### src/hdl/cfc_pkg.sv
`default_nettype none

package cfc_pkg;

    // field widths of the item and result
    localparam int ACTION_W   = 2;
    localparam int HEIGHT_W   = 6;
    localparam int MATERIAL_W = 8;
    localparam int DIR_W      = 2;

    // tallest height a span may name, larger heights saturate to it
    localparam int COLUMN_HEIGHT = 32;

    // command queue between front and back
    localparam int QUEUE_DEPTH = 4;
    localparam int QUEUE_AW    = $clog2(QUEUE_DEPTH);

    typedef enum logic [ACTION_W-1:0] {
        ACT_OPEN  = 2'd0,
        ACT_SPAN  = 2'd1,
        ACT_CLOSE = 2'd2
    } t_action;

    // classified item as queued for the back end
    typedef struct packed {
        t_action                 op;
        logic [HEIGHT_W-1:0]     bottom;
        logic [HEIGHT_W-1:0]     top;
        logic [MATERIAL_W-1:0]   material;
        logic [DIR_W-1:0]        direction;
    } t_cmd;

    // saturate a height to the column height
    function automatic logic [HEIGHT_W-1:0] clamp_height(input logic [HEIGHT_W-1:0] h);
        return (h > HEIGHT_W'(COLUMN_HEIGHT)) ? HEIGHT_W'(COLUMN_HEIGHT) : h;
    endfunction

endpackage

`default_nettype wire

### src/hdl/cfc_if.sv
`default_nettype none

// input channel: one span or control item per transfer
interface cfc_in_if
    import cfc_pkg::*;
();
    logic                  valid;
    logic                  ready;
    logic [ACTION_W-1:0]   action;
    logic [HEIGHT_W-1:0]   span_bottom;
    logic [HEIGHT_W-1:0]   span_top;
    logic [MATERIAL_W-1:0] material;
    logic [DIR_W-1:0]      direction;

    modport source (
        output valid, action, span_bottom, span_top, material, direction,
        input  ready
    );
    modport sink (
        input  valid, action, span_bottom, span_top, material, direction,
        output ready
    );
endinterface

// output channel: one face interval or run end per transfer
interface cfc_out_if
    import cfc_pkg::*;
();
    logic                  valid;
    logic                  ready;
    logic [HEIGHT_W-1:0]   face_bottom;
    logic [HEIGHT_W-1:0]   face_top;
    logic [MATERIAL_W-1:0] face_material;
    logic [DIR_W-1:0]      face_direction;
    logic                  face_valid;
    logic                  run_end;

    modport source (
        output valid, face_bottom, face_top, face_material, face_direction,
               face_valid, run_end,
        input  ready
    );
    modport sink (
        input  valid, face_bottom, face_top, face_material, face_direction,
               face_valid, run_end,
        output ready
    );
endinterface

`default_nettype wire

### src/hdl/column_face_culling.sv
// path: an accepted item is written into the command queue, then passes from the queue
//   into the output register, from which it transfers
// throughput: one item per cycle while the output is not stalled (combinational span unit)
// stalls: while the output is stalled the four-entry queue takes up to four more items;
//   items dropped at the front (empty or inverted spans, spare action) also wait for room
// reset: synchronous active-low i_rst_n clears span state, queue and output valid
`default_nettype none

module column_face_culling
    import cfc_pkg::*;
(
    input  wire       i_clk,
    input  wire       i_rst_n,
    cfc_in_if.sink    i_in,
    cfc_out_if.source o_out
);

    logic push;
    t_cmd push_cmd;
    logic full;
    logic cmd_valid;
    t_cmd cmd;
    logic pop;

    // decode and saturate incoming items
    cfc_front u_front (
        .i_in   (i_in),
        .i_full (full),
        .o_push (push),
        .o_cmd  (push_cmd)
    );

    // decouple front and back
    cfc_queue u_queue (
        .i_clk   (i_clk),
        .i_rst_n (i_rst_n),
        .i_push  (push),
        .i_data  (push_cmd),
        .o_full  (full),
        .o_valid (cmd_valid),
        .o_data  (cmd),
        .i_pop   (pop)
    );

    // span state and face emission
    cfc_back u_back (
        .i_clk       (i_clk),
        .i_rst_n     (i_rst_n),
        .i_cmd_valid (cmd_valid),
        .i_cmd       (cmd),
        .o_pop       (pop),
        .o_out       (o_out)
    );

endmodule

`default_nettype wire

### src/hdl/cfc_front.sv
`default_nettype none

module cfc_front
    import cfc_pkg::*;
(
    cfc_in_if.sink   i_in,
    input  wire      i_full,
    output logic     o_push,
    output t_cmd     o_cmd
);

    logic                keep;
    logic [HEIGHT_W-1:0] bottom_c;
    logic [HEIGHT_W-1:0] top_c;
    t_action             op;

    // saturate heights and decode the action
    always_comb begin
        bottom_c = clamp_height(i_in.span_bottom);
        top_c    = clamp_height(i_in.span_top);
        op       = t_action'(i_in.action);
        keep     = 1'b0;
        case (op)
            ACT_OPEN:  keep = 1'b1;
            ACT_CLOSE: keep = 1'b1;
            // empty or inverted spans never change state
            ACT_SPAN:  keep = (bottom_c < top_c);
            default:   keep = 1'b0;
        endcase
    end

    // take items whenever the queue has room, drop the ones with no effect
    assign i_in.ready = ~i_full;
    assign o_push     = i_in.valid & ~i_full & keep;

    assign o_cmd.op        = op;
    assign o_cmd.bottom    = bottom_c;
    assign o_cmd.top       = top_c;
    assign o_cmd.material  = i_in.material;
    assign o_cmd.direction = i_in.direction;

endmodule

`default_nettype wire

### src/hdl/cfc_queue.sv
`default_nettype none

module cfc_queue
    import cfc_pkg::*;
(
    input  wire      i_clk,
    input  wire      i_rst_n,
    input  wire      i_push,
    input  t_cmd     i_data,
    output logic     o_full,
    output logic     o_valid,
    output t_cmd     o_data,
    input  wire      i_pop
);

    t_cmd                r_mem [QUEUE_DEPTH];
    logic [QUEUE_AW-1:0] r_wr_ptr;
    logic [QUEUE_AW-1:0] r_rd_ptr;
    logic [QUEUE_AW:0]   r_count;

    logic                do_push;
    logic                do_pop;

    assign o_full  = (r_count == (QUEUE_AW+1)'(QUEUE_DEPTH));
    assign o_valid = (r_count != '0);
    assign o_data  = r_mem[r_rd_ptr];
    assign do_push = i_push & ~o_full;
    assign do_pop  = i_pop & o_valid;

    // pointers and fill count
    always_ff @(posedge i_clk) begin
        if (!i_rst_n) begin
            r_wr_ptr <= '0;
            r_rd_ptr <= '0;
            r_count  <= '0;
        end else begin
            if (do_push) r_wr_ptr <= r_wr_ptr + 1'b1;
            if (do_pop)  r_rd_ptr <= r_rd_ptr + 1'b1;
            if (do_push && !do_pop)      r_count <= r_count + 1'b1;
            else if (!do_push && do_pop) r_count <= r_count - 1'b1;
        end
    end

    // entry storage
    always_ff @(posedge i_clk) begin
        if (do_push) r_mem[r_wr_ptr] <= i_data;
    end

`ifndef SYNTHESIS
    a_no_overflow: assert property (@(posedge i_clk) disable iff (!i_rst_n)
        r_count <= (QUEUE_AW+1)'(QUEUE_DEPTH))
        else $error("command queue count beyond depth");

    a_push_not_full: assert property (@(posedge i_clk) disable iff (!i_rst_n)
        i_push |-> !o_full)
        else $error("push into full command queue");
`endif

endmodule

`default_nettype wire

### src/hdl/cfc_back.sv
`default_nettype none

module cfc_back
    import cfc_pkg::*;
(
    input  wire      i_clk,
    input  wire      i_rst_n,
    input  wire      i_cmd_valid,
    input  t_cmd     i_cmd,
    output logic     o_pop,
    cfc_out_if.source o_out
);

    // block span state
    logic [HEIGHT_W-1:0]   r_top,   n_top;
    logic [MATERIAL_W-1:0] r_mat,   n_mat;
    logic [DIR_W-1:0]      r_dir,   n_dir;
    logic [HEIGHT_W-1:0]   r_slide, n_slide;
    logic                  r_done,  n_done;

    // output register
    logic                  r_out_valid;
    logic [HEIGHT_W-1:0]   r_face_bottom;
    logic [HEIGHT_W-1:0]   r_face_top;
    logic [MATERIAL_W-1:0] r_face_material;
    logic [DIR_W-1:0]      r_face_direction;
    logic                  r_face_valid;
    logic                  r_run_end;

    logic                  emit;
    logic [HEIGHT_W-1:0]   e_bottom;
    logic [HEIGHT_W-1:0]   e_top;
    logic [MATERIAL_W-1:0] e_mat;
    logic [DIR_W-1:0]      e_dir;
    logic                  e_valid;
    logic                  e_end;

    // take the next command when the output slot is free or draining
    assign o_pop = i_cmd_valid & (~r_out_valid | o_out.ready);

    // execute one command
    always_comb begin
        n_top    = r_top;
        n_mat    = r_mat;
        n_dir    = r_dir;
        n_slide  = r_slide;
        n_done   = r_done;
        emit     = 1'b0;
        e_bottom = '0;
        e_top    = '0;
        e_mat    = '0;
        e_dir    = '0;
        e_valid  = 1'b0;
        e_end    = 1'b0;
        case (i_cmd.op)
            ACT_OPEN: begin
                n_top   = i_cmd.top;
                n_mat   = i_cmd.material;
                n_dir   = i_cmd.direction;
                n_slide = i_cmd.bottom;
                n_done  = 1'b0;
            end
            ACT_SPAN: begin
                if (!r_done) begin
                    if (i_cmd.bottom < r_top && i_cmd.top > r_slide) begin
                        // gap below this neighbour span
                        if (r_slide < i_cmd.bottom) begin
                            emit     = 1'b1;
                            e_bottom = r_slide;
                            e_top    = i_cmd.bottom;
                            e_mat    = r_mat;
                            e_dir    = r_dir;
                            e_valid  = 1'b1;
                        end
                        if (i_cmd.top < r_top) begin
                            n_slide = i_cmd.top;
                        end else begin
                            n_slide = r_top;
                            n_done  = 1'b1;
                        end
                    end else if (i_cmd.bottom > r_top) begin
                        n_done = 1'b1;
                    end
                end
            end
            ACT_CLOSE: begin
                emit  = 1'b1;
                e_end = 1'b1;
                if (r_slide < r_top) begin
                    e_bottom = r_slide;
                    e_top    = r_top;
                    e_mat    = r_mat;
                    e_dir    = r_dir;
                    e_valid  = 1'b1;
                    n_slide  = r_top;
                end
                n_done = 1'b1;
            end
            default: begin
                n_done = r_done;
            end
        endcase
    end

    // state registers
    always_ff @(posedge i_clk) begin
        if (!i_rst_n) begin
            r_top   <= '0;
            r_mat   <= '0;
            r_dir   <= '0;
            r_slide <= '0;
            r_done  <= 1'b0;
        end else if (o_pop) begin
            r_top   <= n_top;
            r_mat   <= n_mat;
            r_dir   <= n_dir;
            r_slide <= n_slide;
            r_done  <= n_done;
        end
    end

    // output valid
    always_ff @(posedge i_clk) begin
        if (!i_rst_n) begin
            r_out_valid <= 1'b0;
        end else if (o_pop && emit) begin
            r_out_valid <= 1'b1;
        end else if (o_out.ready) begin
            r_out_valid <= 1'b0;
        end
    end

    // output payload
    always_ff @(posedge i_clk) begin
        if (o_pop && emit) begin
            r_face_bottom    <= e_bottom;
            r_face_top       <= e_top;
            r_face_material  <= e_mat;
            r_face_direction <= e_dir;
            r_face_valid     <= e_valid;
            r_run_end        <= e_end;
        end
    end

    assign o_out.valid          = r_out_valid;
    assign o_out.face_bottom    = r_face_bottom;
    assign o_out.face_top       = r_face_top;
    assign o_out.face_material  = r_face_material;
    assign o_out.face_direction = r_face_direction;
    assign o_out.face_valid     = r_face_valid;
    assign o_out.run_end        = r_run_end;

`ifndef SYNTHESIS
    a_face_nonempty: assert property (@(posedge i_clk) disable iff (!i_rst_n)
        r_out_valid && r_face_valid |-> r_face_bottom < r_face_top)
        else $error("emitted face interval is empty");

    a_close_ends_scan: assert property (@(posedge i_clk) disable iff (!i_rst_n)
        o_pop && i_cmd.op == ACT_CLOSE |=> r_done)
        else $error("scan not marked done after close");

    a_slide_in_column: assert property (@(posedge i_clk) disable iff (!i_rst_n)
        r_slide <= HEIGHT_W'(COLUMN_HEIGHT))
        else $error("sliding height above column");
`endif

endmodule

`default_nettype wire

### src/flat_wrapper.sv
// flat-port wrapper written by rule: the top's interface ports become plain ports
module column_face_culling_flat import cfc_pkg::*;
  (i_clk, i_rst_n, i_in_valid, i_in_action, i_in_span_bottom, i_in_span_top, i_in_material, i_in_direction, i_in_ready, o_out_valid, o_out_face_bottom, o_out_face_top, o_out_face_material, o_out_face_direction, o_out_face_valid, o_out_run_end, o_out_ready);
  cfc_in_if i_in_i ();
  cfc_out_if o_out_i ();
  input  wire i_clk;
  input  wire i_rst_n;
  input wire logic [$bits(i_in_i.valid)-1:0] i_in_valid;
  input wire logic [$bits(i_in_i.action)-1:0] i_in_action;
  input wire logic [$bits(i_in_i.span_bottom)-1:0] i_in_span_bottom;
  input wire logic [$bits(i_in_i.span_top)-1:0] i_in_span_top;
  input wire logic [$bits(i_in_i.material)-1:0] i_in_material;
  input wire logic [$bits(i_in_i.direction)-1:0] i_in_direction;
  output wire logic [$bits(i_in_i.ready)-1:0] i_in_ready;
  output wire logic [$bits(o_out_i.valid)-1:0] o_out_valid;
  output wire logic [$bits(o_out_i.face_bottom)-1:0] o_out_face_bottom;
  output wire logic [$bits(o_out_i.face_top)-1:0] o_out_face_top;
  output wire logic [$bits(o_out_i.face_material)-1:0] o_out_face_material;
  output wire logic [$bits(o_out_i.face_direction)-1:0] o_out_face_direction;
  output wire logic [$bits(o_out_i.face_valid)-1:0] o_out_face_valid;
  output wire logic [$bits(o_out_i.run_end)-1:0] o_out_run_end;
  input wire logic [$bits(o_out_i.ready)-1:0] o_out_ready;
  assign i_in_i.valid = i_in_valid;
  assign i_in_i.action = i_in_action;
  assign i_in_i.span_bottom = i_in_span_bottom;
  assign i_in_i.span_top = i_in_span_top;
  assign i_in_i.material = i_in_material;
  assign i_in_i.direction = i_in_direction;
  assign i_in_ready = i_in_i.ready;
  assign o_out_valid = o_out_i.valid;
  assign o_out_face_bottom = o_out_i.face_bottom;
  assign o_out_face_top = o_out_i.face_top;
  assign o_out_face_material = o_out_i.face_material;
  assign o_out_face_direction = o_out_i.face_direction;
  assign o_out_face_valid = o_out_i.face_valid;
  assign o_out_run_end = o_out_i.run_end;
  assign o_out_i.ready = o_out_ready;
  column_face_culling u_core (.i_clk(i_clk), .i_rst_n(i_rst_n), .i_in(i_in_i), .o_out(o_out_i));
endmodule
### config.mk
export PLATFORM = sky130hd
export DESIGN_NAME = column_face_culling_flat
export DESIGN_NICKNAME = d
export VERILOG_FILES = /design/src/hdl/cfc_pkg.sv /design/src/hdl/cfc_if.sv /design/src/hdl/column_face_culling.sv /design/src/hdl/cfc_front.sv /design/src/hdl/cfc_queue.sv /design/src/hdl/cfc_back.sv /design/src/flat_wrapper.sv
export SDC_FILE = /design/constraint.sdc
export NUM_CORES = 1
export LEC_CHECK = 0
export BUFFER_PORTS_ARGS = -buffer_cell sky130_fd_sc_hd__buf_2
export CORE_UTILIZATION = 52
export DETAILED_ROUTE_END_ITERATION = 8
export PLACE_DENSITY_LB_ADDON = 0.05
export REMOVE_ABC_BUFFERS = 1
export SETUP_SLACK_MARGIN = 0.5
export SLEW_MARGIN = 20
export SYNTH_ARGS = -nofsm -noshare
export SYNTH_HDL_FRONTEND = slang
export SYNTH_SLANG_ARGS = --single-unit
export TNS_END_PERCENT = 100
### constraint.sdc
create_clock -name i_clk -period 3.75 [get_ports i_clk]
set_input_delay 0.75 -clock i_clk [delete_from_list [all_inputs] [get_ports i_clk]]
set_output_delay 0.75 -clock i_clk [all_outputs]
set_load 0.005 [all_outputs]
==> results of run 1 <==
-- final timing paths --
| path | depth (start not counted) | to |
|---|---|---|
| worst max-delay path | 12 | u_core.u_back.o_out.face_top[2] |
| worst min-delay path | 2 | u_core.u_back.r_mat[6] |
| worst max register to register | 12 | u_core.u_back.o_out.face_top[2] |
| worst min register to register | 2 | u_core.u_back.r_mat[6] |
-- cell usage after synthesis (2+ instances only) --
cell	count	area share, %
mux2i_1	3	0.44
nand3_1	10	0.74
and3_1	3	0.28
a21o_1	8	0.89
inv_1	32	1.8
o21a_1	2	0.22
nor2_1	13	0.72
dfxtp_1	33	9.7
o21ai_0	3	0.22
a21oi_1	25	1.8
buf_4	2	0.22
clkbuf_1	12	0.66
a22o_1	12	1.5
nor3_1	4	0.30
o221ai_1	5	0.65
and2_1	21	1.9
a211o_1	3	0.39
mux4_1	3	1.2
nor2b_1	7	0.65
or3_1	3	0.28
nand2_1	51	2.8
nand2b_1	2	0.18
o21ai_1	3	0.22
ha_1	41	7.6
edfxtp_1	120	53
mux4_2	21	7.0
a211oi_1	2	0.22
xor2_1	3	0.39
a221oi_1	2	0.26
buf_2	3	0.22
nand3b_1	2	0.22
-- per-layer routing --
metal | up-vias | part of all wire, % | wire [µm]
met2 | 124 | 47 | 6230
met1 | 1984 | 45 | 5970
met3 | 22 | 5.1 | 674
li1 | 1945 | - | -
met4 | 0 | 1.9 | 246
met5 | - | 0 | 0
-- worst max-delay path: cells and delay by family (launching register included) --
kind	cells	cell delay, ns
AO/OA/AOI/OAI	4	0.70
AND/OR/NAND/NOR	2	0.54
adder cells (fa/ha/maj)	1	0.21
buffers and inverters	4	0.49
flip-flops	1	0.35
multiplexers	1	0.57
-- flip-flops by register name (all words and copies together) (netlist names), 2 cells and up, named ones only --
| signal | cells |
|---|---|
| u_core.u_queue.r_wr_ptr | 2 |
| u_core.u_back.r_dir | 2 |
| u_core.u_back.r_slide | 6 |
| u_core.u_queue.r_count | 3 |
| u_core.u_back.o_out.face_material | 8 |
| u_core.u_back.o_out.face_top | 6 |
| u_core.u_back.o_out.face_bottom | 6 |
| u_core.u_back.r_top | 6 |
| u_core.u_back.o_out.face_direction | 2 |
| u_core.u_queue.r_mem | 96 |
| u_core.u_queue.r_rd_ptr | 2 |
| u_core.u_back.r_mat | 8 |
-- power breakdown --
part | leakage (µW) | switching [µW] | internal [µW] | total [µW]
sequential | 0.00139 | 126 | 2120 | 2240
combinational | 0.00144 | 1350 | 1170 | 2520
clock | 0.000266 | 673 | 918 | 1590
total | 0.00310 | 2150 | 4210 | 6360
-- layout by cell type, fill, tap and decap left out, types with 3 or more instances in the layout --
cell type,instances
ha_1,38
and2_1,21
a22o_1,12
edfxtp_1,120
and3_1,3
buf_12,6
dfxtp_1,32
mux2i_1,3
a211o_1,3
nand3_1,10
clkbuf_16,17
a21oi_1,24
buf_4,20
nor2_1,13
clkinv_4,3
a21o_1,8
nor3_1,4
xor2_1,3
ha_4,3
mux4_2,24
o21ai_0,3
inv_1,30
nor2b_1,6
inv_6,4
buf_2,53
nand2_1,51
o221ai_1,5
-- logic make-up (layout without fill, tap and decap cells) --
kind of cell / Yosys count / in the layout / share of synthesized area (%)
AO/OA/AOI/OAI: 78 / 78 / 8.65
XOR/XNOR: 4 / 4 / 0.517
adder cells (fa/ha/maj): 42 / 42 / 7.86
buffers and inverters: 51 / 147 / 3.10
flip-flops: 153 / 153 / 62.9
multiplexers: 27 / 27 / 8.58
AND/OR/NAND/NOR: 119 / 119 / 8.45
-- timing repair --
action                                 CTS  global route
endpoints found under the hold margin    0             0
setup endpoints to repair               41            45
gates resized for setup                 20             3
setup buffers                           15             3
gates cloned                             3             0
pin swaps                                2             2
-- cell type report --
type / count / area share (%)
Sequential cell: 153 / 52.2
Multi-Input combinational cell: 270 / 29.1
Timing Repair Buffer: 83 / 7.81
Clock buffer: 19 / 5.30
Tap cell: 172 / 2.63
Clock inverter: 13 / 1.47
Inverter: 32 / 1.47
-- through the flow --
stage	TNS, ns	cells	area [µm²]	setup slack, ns	power (µW)
2_1_floorplan	-9.94	455	6690	-0.414	3710
3_3_place_gp	0	689	7280	0.274	4290
3_5_place_dp	0	689	7280	0.167	4340
4_1_cts	0	739	8120	0.498	6300
5_1_grt	0	742	8170	0.499	6710
6_report	0	742	8170	0.608	6360
==> impl_metrics.yaml, run 1 <==
status:
  outcome: "complete, no violations"
global_routing:
  grt.total_usage_pct: 21.1
  top_usage_layer: "met2"
  grt_max_degree: 25
  grt_pass1_vias: 3910
  grt_pass1_wl_mm: 20.4
  use_met1_pct: 27.7
  antenna_found_initial: 0
  grt_use_met3_pct: 5.55
  grt_use_met2_pct: 33.8
  gr-total-overflow: 0
worst_setup_path:
  critPathMaxStageDelay_ns: 0.57
  cp.required_ns: 3.89
  worstPathArrival_ns: 3.28
  cp_max_fo: 7
  path_cells: "buf_12 -> buf_8 -> mux4_2 -> ha_1 -> a21o_1 -> a21oi_2 -> o21ai_2 -> or3_4 -> nor4_4 -> o211a_4 -> buf_12 -> buf_16"
  critical_path_class: "flip-flop to flip-flop"
  cp_slowest_cell: "mux4_2"
  worstSetupEndpointType: "flip-flop"
  cpMostUsedCell: "buf_12"
  start_kind: "flip-flop"
  r2r_slack_ns: 0.61
timing:
  slew_headroom_pct: 46.3
  fmax_ghz: 0.318
  finalCritPeriodShare_pct: 83.8
  whs_ns: 0.456
  worstMarginPinSlew_ns: 0.805
  finalHoldViolations: 0
  maxSlewViolCount: 0
  finalSetupViolCount: 0
  rsz0062_at_grt: "true"
  final.min_clock_period_ns: 3.14
  clock_skew_ns: 0.0112
finish:
  seqCellArea_mm2: 0.00427
  drive_gt1_share_pct: 27.4
  antenna_cells: 0
  nFillCells: 969
  nets: 627
  post-route-util_pct: 64.5
  area_growth_pct: 20.5
  multiInputGateArea_mm2: 0.00238
yosys:
  syn_area_per_cell_um2: 14.3
  yosysWarnings: 0
  ys_types: 51
  synth_edf_count: 120
  ys_ff_latch: 153
  syn_area_mm2: 0.00678
  synthFlopType: "edfxtp_1"
  yosysSeqAreaShare_pct: 62.9
  async_flop_share_pct: 0
  syn_inst: 474
power:
  p_leak_uw: 0.00310
  power_per_cell_area_mw_per_mm2: 778
  vdd_drop_max_v: 0.000376
clock_network:
  cts_sinks: 153
  clk_pin_slew_worst_paths_ns: 0.06
  htree_levels: 4
  postCtsHoldBufs: 0
  cts_tree: "built"
  clockBufferDepth: 2
  clock_latency_ns: 0.42
  cts-buffers-inserted: 17
  cts_root_buffer: "clkbuf_16"
detailed_routing:
  dr.pass1.iters: 5
  drt_wl_total_mm: 13.1
  wl_per_cell_um: 17.7
  vias: 4075
  viasPerCell: 5.49
  ant_nets: 0
  dr.first_iter.drc_count: 256
  drc: 0
floorplan:
  fp.coreArea_mm2: 0.0127
  pin_count: 54
  start_util_pct: 53.5
  die_area_mm2: 0.0135
  num_rows: 41
  die_h_um: 116
  die_w_um: 116
place:
  gp_congestion: 0.845
  io_buffers: 53
  dp_hpwl_mm: 8.61
hold_path:
  hp-class: "flip-flop to flip-flop"
  hold_start: "u_core.u_back.r_mat[6]"
flow_run:
  cap_viol_max_count: 0
No activity file was read; power rests on OpenSTA's default activity.
==> run 2, diff against run 1 <==
--- a/config.mk
+++ b/config.mk
@@ -5,6 +5,7 @@
 export SDC_FILE = /design/constraint.sdc
 export NUM_CORES = 1
 export LEC_CHECK = 0
+export ABC_AREA = 1
 export BUFFER_PORTS_ARGS = -buffer_cell sky130_fd_sc_hd__buf_2
 export CORE_UTILIZATION = 52
 export DETAILED_ROUTE_END_ITERATION = 8
==> constraint.sdc (replaced) <==
create_clock -name i_clk -period 2.9 [get_ports i_clk]
set_input_delay 0.58 -clock i_clk [delete_from_list [all_inputs] [get_ports i_clk]]
set_output_delay 0.58 -clock i_clk [all_outputs]
set_load 0.005 [all_outputs]
==> run 2 against run 1 <==
  * The flow now finishes with violations (setup timing)
  * Maximum frequency grew 7.0%
  * Die area grew 6.2%
  * Clock skew shrank 0.0030 ns
  * Register-to-register slack lost 0.64 ns
  * Cell count grew 40%
  * Global-route usage grew 3.4 points
==> impl_metrics.yaml, run 2 <==
yosys:
  yosysTopAreaCellShare_pct: 50.0
  synthFlopType: "edfxtp_1"
  ys_types: 38
  syn_inst: 685
  syn_area_mm2: 0.00721
  yosysTopAreaCell: "edfxtp_1"
  async_flop_share_pct: 0
  syn_area_per_cell_um2: 10.5
  synth_edf_count: 120
  ys_ff_latch: 153
  yosysSeqAreaShare_pct: 59.1
  yosys-top-cells-count: "edfxtp_1 (120), nand2_1 (100), inv_1 (69)"
  synthTopCellsByArea: "edfxtp_1 (50%), dfxtp_1 (9.2%), ha_1 (7.1%)"
  synth.most_common_cell: "edfxtp_1"
  yosysWarnings: 0
finish:
  nets: 919
  regMostFlops: "u_core.u_queue.r_mem"
  largest_reg_flops: 96
  final_common_cell: "edfxtp_1"
  post-route-util_pct: 74.7
  area_growth_pct: 38.7
  multiInputGateArea_mm2: 0.00308
  antenna_cells: 0
  seqCellArea_mm2: 0.00427
  drive_gt1_share_pct: 39.3
  nFillCells: 884
  final_cell_mix: "edfxtp_1 (120), nand2_1 (85), buf_4 (65)"
global_routing:
  gr-total-overflow: 0
  grt.total_usage_pct: 24.4
  antenna_found_initial: 0
  grt_pass1_wl_mm: 26.4
  grt_pass1_vias: 5278
  grt_max_degree: 33
detailed_routing:
  dr.first_iter.drc_count: 396
  viasPerCell: 5.44
  vias: 5646
  drc: 0
  dr.pass1.iters: 5
  wl_per_cell_um: 17.9
  drt_wl_total_mm: 18.6
  ant_nets: 0
timing:
  finalSetupViolCount: 19
  finalCritPeriodShare_pct: 101
  slew_headroom_pct: 60.7
  final.min_clock_period_ns: 2.94
  layout_setup_ws_ns: -0.0361
  rsz0062_at_grt: "true"
  clock_skew_ns: 0.00816
  finalHoldViolations: 0
  maxSlewViolCount: 0
  worstMarginPinSlew_ns: 0.589
  fmax_ghz: 0.341
clock_network:
  cts_tree: "built"
  clk_pin_slew_worst_paths_ns: 0.06
  cts_sinks: 153
  postCtsHoldBufs: 0
  clockBufferDepth: 2
  clock_latency_ns: 0.42
  cts-buffers-inserted: 17
  cts_root_buffer: "clkbuf_16"
  htree_levels: 4
flow_run:
  cap_viol_max_count: 0
worst_setup_path:
  cp_max_fo: 7
  worstSetupEndpointType: "flip-flop"
  start_kind: "flip-flop"
  worstPathArrival_ns: 3.08
  cp.required_ns: 3.05
  critical_path_class: "flip-flop to flip-flop"
power:
  power_per_cell_area_mw_per_mm2: 1240
  power_uw: 12400
  p_leak_uw: 0.00392
  vdd_drop_max_v: 0.000598
place:
  io_buffers: 53
  dp_slack_ns: -0.255
  dp_hpwl_mm: 10.5
  gp_congestion: 0.877
floorplan:
  die_area_mm2: 0.0143
  num_rows: 42
  pin_count: 54
  die_w_um: 120
  die_h_um: 120
  start_util_pct: 53.8
  fp.coreArea_mm2: 0.0134
status:
  violations: "setup timing"
  outcome: "complete, but fails checks"
hold_path:
  hp-class: "input pin to flip-flop"
==> run 2: changes by cell type after synthesis, moves of 22 or more <==
| cell | before | now |
|---|---|---|
| o21ai_0 | 3 | 53 |
| nor2_1 | 13 | 67 |
| nand3_1 | 10 | 32 |
| nand2_1 | 51 | 100 |
| inv_1 | 32 | 69 |
| a21oi_1 | 25 | 62 |
==> run 2: area by class of cell <==
type / count / share of cell area, %
multi-input combinational: 429 / 30.8
tap: 176 / 2.20
timing repair buffer: 171 / 16.0
clock buffer: 20 / 4.36
clock inverter: 12 / 0.925
sequential: 153 / 42.7
inverter: 77 / 3.06
==> run 2: worst paths after layout <==
path              slack, ns                            endpoint                        from  cells after the start
setup / recovery      -0.04  u_core.u_back.o_out.face_bottom[3]                   flip-flop                     19
hold / removal         0.37          u_core.u_queue.r_mem[0][3]            i_in_material[1]                      1
setup reg to reg      -0.04  u_core.u_back.o_out.face_bottom[3]                   flip-flop                     19
hold reg to reg        0.46                           flip-flop  u_core.u_queue.r_rd_ptr[1]                      2
==> run 2: routing by layer <==
| metal | global-route usage [%] | wire length [µm] | share of wire (%) | vias to the layer above |
|---|---|---|---|---|
| met3 | 4.04 | 839 | 4.5 | 51 |
| met1 | 30.8 | 7600 | 41 | 2717 |
| met2 | 40.1 | 9400 | 51 | 179 |
| li1 | - | - | - | 2699 |
| met5 | 0 | 0 | 0 | - |
| met4 | 13.8 | 766 | 4.1 | 0 |
==> run 2: critical path, stage by stage, from the launching register on <==
cell	delay [ns]
dfxtp_4	0.39
inv_8	0.09
buf_12	0.12
nand2_2	0.05
a32oi_2	0.21
buf_4	0.18
ha_4	0.22
nand2_2	0.07
inv_2	0.04
o21bai_4	0.13
nand3_4	0.11
inv_2	0.08
nand3_4	0.10
nor3_4	0.23
nand2_4	0.08
nand2_2	0.06
nand3_2	0.08
inv_2	0.14
buf_6	0.15
clkbuf_16	0.14
==> run 2: metrics by stage <==
stage	instance area [µm²]	setup TNS [ns]	instances	hold slack [ns]
6_report	10000	-0.506	1038	0.367
3_5_place_dp	8120	-1.70	951	0.446
3_3_place_gp	8120	-2.56	951	0.444
2_1_floorplan	7050	-65.56	657	0.429
5_1_grt	10000	-3.71	1038	0.363
4_1_cts	9320	0	1022	0.359
==> run 2: where the power goes <==
group	total, µW	internal (µW)	leakage [µW]	switching (µW)
combinational	7260	3210	0.00230	4040
clock	2010	1110	0.000257	903
sequential	3100	2880	0.00136	222
==> run 2: cell families after synthesis <==
family          Yosys count  synth area share, %
flops                   153                 59.1
fa+ha+maj                42                 7.39
simple gates            237                 15.6
xor+xnor                  1                0.121
compound gates          147                 11.4
buf+inv                 105                 6.32
==> run 2: what timing repair did <==
item	4_1_cts	5_1_grt
pin swaps	13	54
gates resized for setup	77	114
setup endpoints to repair	57	155
setup buffers	34	8
gates cloned	5	8
==> run 3, diff against run 2 <==
--- a/config.mk
+++ b/config.mk
@@ -6,7 +6,7 @@
 export NUM_CORES = 1
 export LEC_CHECK = 0
 export ABC_AREA = 1
-export BUFFER_PORTS_ARGS = -buffer_cell sky130_fd_sc_hd__buf_2
+export BUFFER_PORTS_ARGS = -buffer_cell sky130_fd_sc_hd__clkbuf_2
 export CORE_UTILIZATION = 52
 export DETAILED_ROUTE_END_ITERATION = 8
 export PLACE_DENSITY_LB_ADDON = 0.05
==> constraint.sdc (replaced) <==
create_clock -name i_clk -period 3.6 [get_ports i_clk]
set_input_delay 0.72 -clock i_clk [delete_from_list [all_inputs] [get_ports i_clk]]
set_output_delay 0.72 -clock i_clk [all_outputs]
set_load 0.005 [all_outputs]
==> run 3 against run 2 <==
  * The run now ends clean
  * Cell area decreased by 17%
  * Maximum frequency is 1.3% higher
  * Worst hold slack better by 0.094 ns
  * Sequential cell count is the same
==> impl_metrics.yaml, run 3 (same netlist as run 2, synthesis figures left out) <==
hold_path:
  hp-class: "flip-flop to flip-flop"
place:
  dp_hpwl_mm: 10.2
  dp_slack_ns: 0.222
  io_buffers: 53
  gp_congestion: 0.905
detailed_routing:
  wl_per_cell_um: 16.1
  ant_nets: 0
  dr.pass1.iters: 5
  drc: 0
  drt_wl_total_mm: 15.1
  viasPerCell: 5.31
  dr.first_iter.drc_count: 313
  vias: 4980
timing:
  finalCritPeriodShare_pct: 80.5
  slew_headroom_pct: 66.1
  worstMarginPinSlew_ns: 0.508
  finalSetupViolCount: 0
  fmax_ghz: 0.345
  rsz0062_at_grt: "false"
  layout_setup_ws_ns: 0.701
  maxSlewViolCount: 0
  final.min_clock_period_ns: 2.90
  finalHoldViolations: 0
  whs_ns: 0.461
  clock_skew_ns: 0.00703
power:
  vdd_drop_max_v: 0.000375
  combPwrFrac_pct: 47.0
  p_sw_uw: 3250
  power_per_cell_area_mw_per_mm2: 936
  switching_share_pct: 41.9
  internal_power_uw: 4520
  p_seq_share_pct: 31.9
  p_leak_uw: 0.00327
  power_frac_clock_pct: 21.1
finish:
  drive_gt1_share_pct: 20.2
  area_growth_pct: 15.1
  final_common_cell: "edfxtp_1"
  antenna_cells: 0
  final_cell_mix: "edfxtp_1 (120), nand2_1 (97), inv_1 (68)"
  regMostFlops: "u_core.u_queue.r_mem"
  nets: 819
  largest_reg_flops: 96
worst_setup_path:
  cp_slowest_cell: "dfxtp_2"
  worstSetupEndpointType: "flip-flop"
  cp_max_fo: 48
  path_cells: "buf_12 -> nand2_1 -> a32oi_1 -> ha_1 -> nand2_1 -> inv_1 -> o21bai_1 -> nand3_1 -> inv_1 -> nand3_2 -> nor3_4 -> nand2_4 -> nand2_1 -> nand3_1 -> inv_2 -> buf_12"
  start_kind: "flip-flop"
  critical_path_class: "flip-flop to flip-flop"
  critPathMaxStageDelay_ns: 0.39
  cpMostUsedCell: "nand2_1"
  worstPathArrival_ns: 3.02
  cp.required_ns: 3.72
clock_network:
  cts_tree: "built"
  clockBufferDepth: 2
  cts_sinks: 153
  clk_pin_slew_worst_paths_ns: 0.06
  cts_root_buffer: "clkbuf_16"
  htree_levels: 4
  clock_latency_ns: 0.42
  cts-buffers-inserted: 17
  postCtsHoldBufs: 0
global_routing:
  grt_max_degree: 49
  grt.total_usage_pct: 22.5
  antenna_found_initial: 0
  grt_pass1_vias: 4804
  gr-total-overflow: 0
  grt_pass1_wl_mm: 24.2
floorplan:
  die_w_um: 120
  pin_count: 54
  start_util_pct: 53.8
  die_h_um: 120
  die_area_mm2: 0.0143
  fp.coreArea_mm2: 0.0134
  num_rows: 42
flow_run:
  cap_viol_max_count: 0
status:
  outcome: "complete, no violations"
## run 3: critical path: cells and delay by family (launching register included)
family | cells | cell delay (ns)
fa+ha+maj | 1 | 0.32
flops | 1 | 0.39
buf+inv | 5 | 0.65
simple gates | 8 | 0.74
compound gates | 2 | 0.47
## run 3: worst paths after layout
path	slack [ns]	start	end	cells past startpoint
worst min register to register	0.46	u_core.u_back.r_mat[7]	u_core.u_back.r_mat[7]	2
worst min-delay path	0.46	u_core.u_back.r_mat[7]	u_core.u_back.r_mat[7]	2
worst max-delay path	0.70	flip-flop	u_core.u_back.o_out.face_direction[0]	16
worst max register to register	0.70	flip-flop	u_core.u_back.o_out.face_direction[0]	16
## run 3: through the flow
step / util (%) / instance area (µm²) / setup TNS, ns / power [µW] / instances
finish: 62.0 / 8300 / 0 / 7770 / 937
global route: 62.0 / 8300 / 0 / 8340 / 937
CTS: 61.6 / 8250 / 0 / 7760 / 936
detailed placement: 57.4 / 7700 / 0 / 6090 / 905
global placement: 57.4 / 7700 / 0 / 5970 / 905
floorplan: - / 7050 / -8.47 / 4950 / 657
## run 3: cell type report
type | instances | area [µm²]
Fill cell | 1120 | 5100
Sequential cell | 153 | 4270
Multi-Input combinational cell | 427 | 2540
Clock buffer | 21 | 440
Timing Repair Buffer | 73 | 440
Inverter | 77 | 297
Tap cell | 176 | 220
Clock inverter | 10 | 96.3
## run 3: timing repair
item,CTS,global route
setup endpoints to repair,28,33
gates cloned,0,0
resized for setup,5,16
buffers inserted,0,1
pin swaps,0,3
## run 3: per-layer routing
| metal | part of all wire [%] | track usage [%] | wire, µm |
|---|---|---|---|
| met1 | 47 | 30.2 | 7140 |
| met4 | 1.6 | 8.20 | 249 |
| met2 | 47 | 35.8 | 7100 |
| met3 | 4.1 | 5.18 | 624 |
| met5 | 0 | 0 | 0 |
## run 3: power groups by stage
| stage | clock (µW) | sequential (µW) | combinational, µW |
|---|---|---|---|
| floorplan | 0 | 2550 | 2400 |
| global route | 1730 | 2510 | 4100 |
| global placement | 0 | 2500 | 3480 |
| CTS | 1670 | 2480 | 3620 |
| finish | 1640 | 2480 | 3660 |
| detailed placement | 0 | 2510 | 3590 |
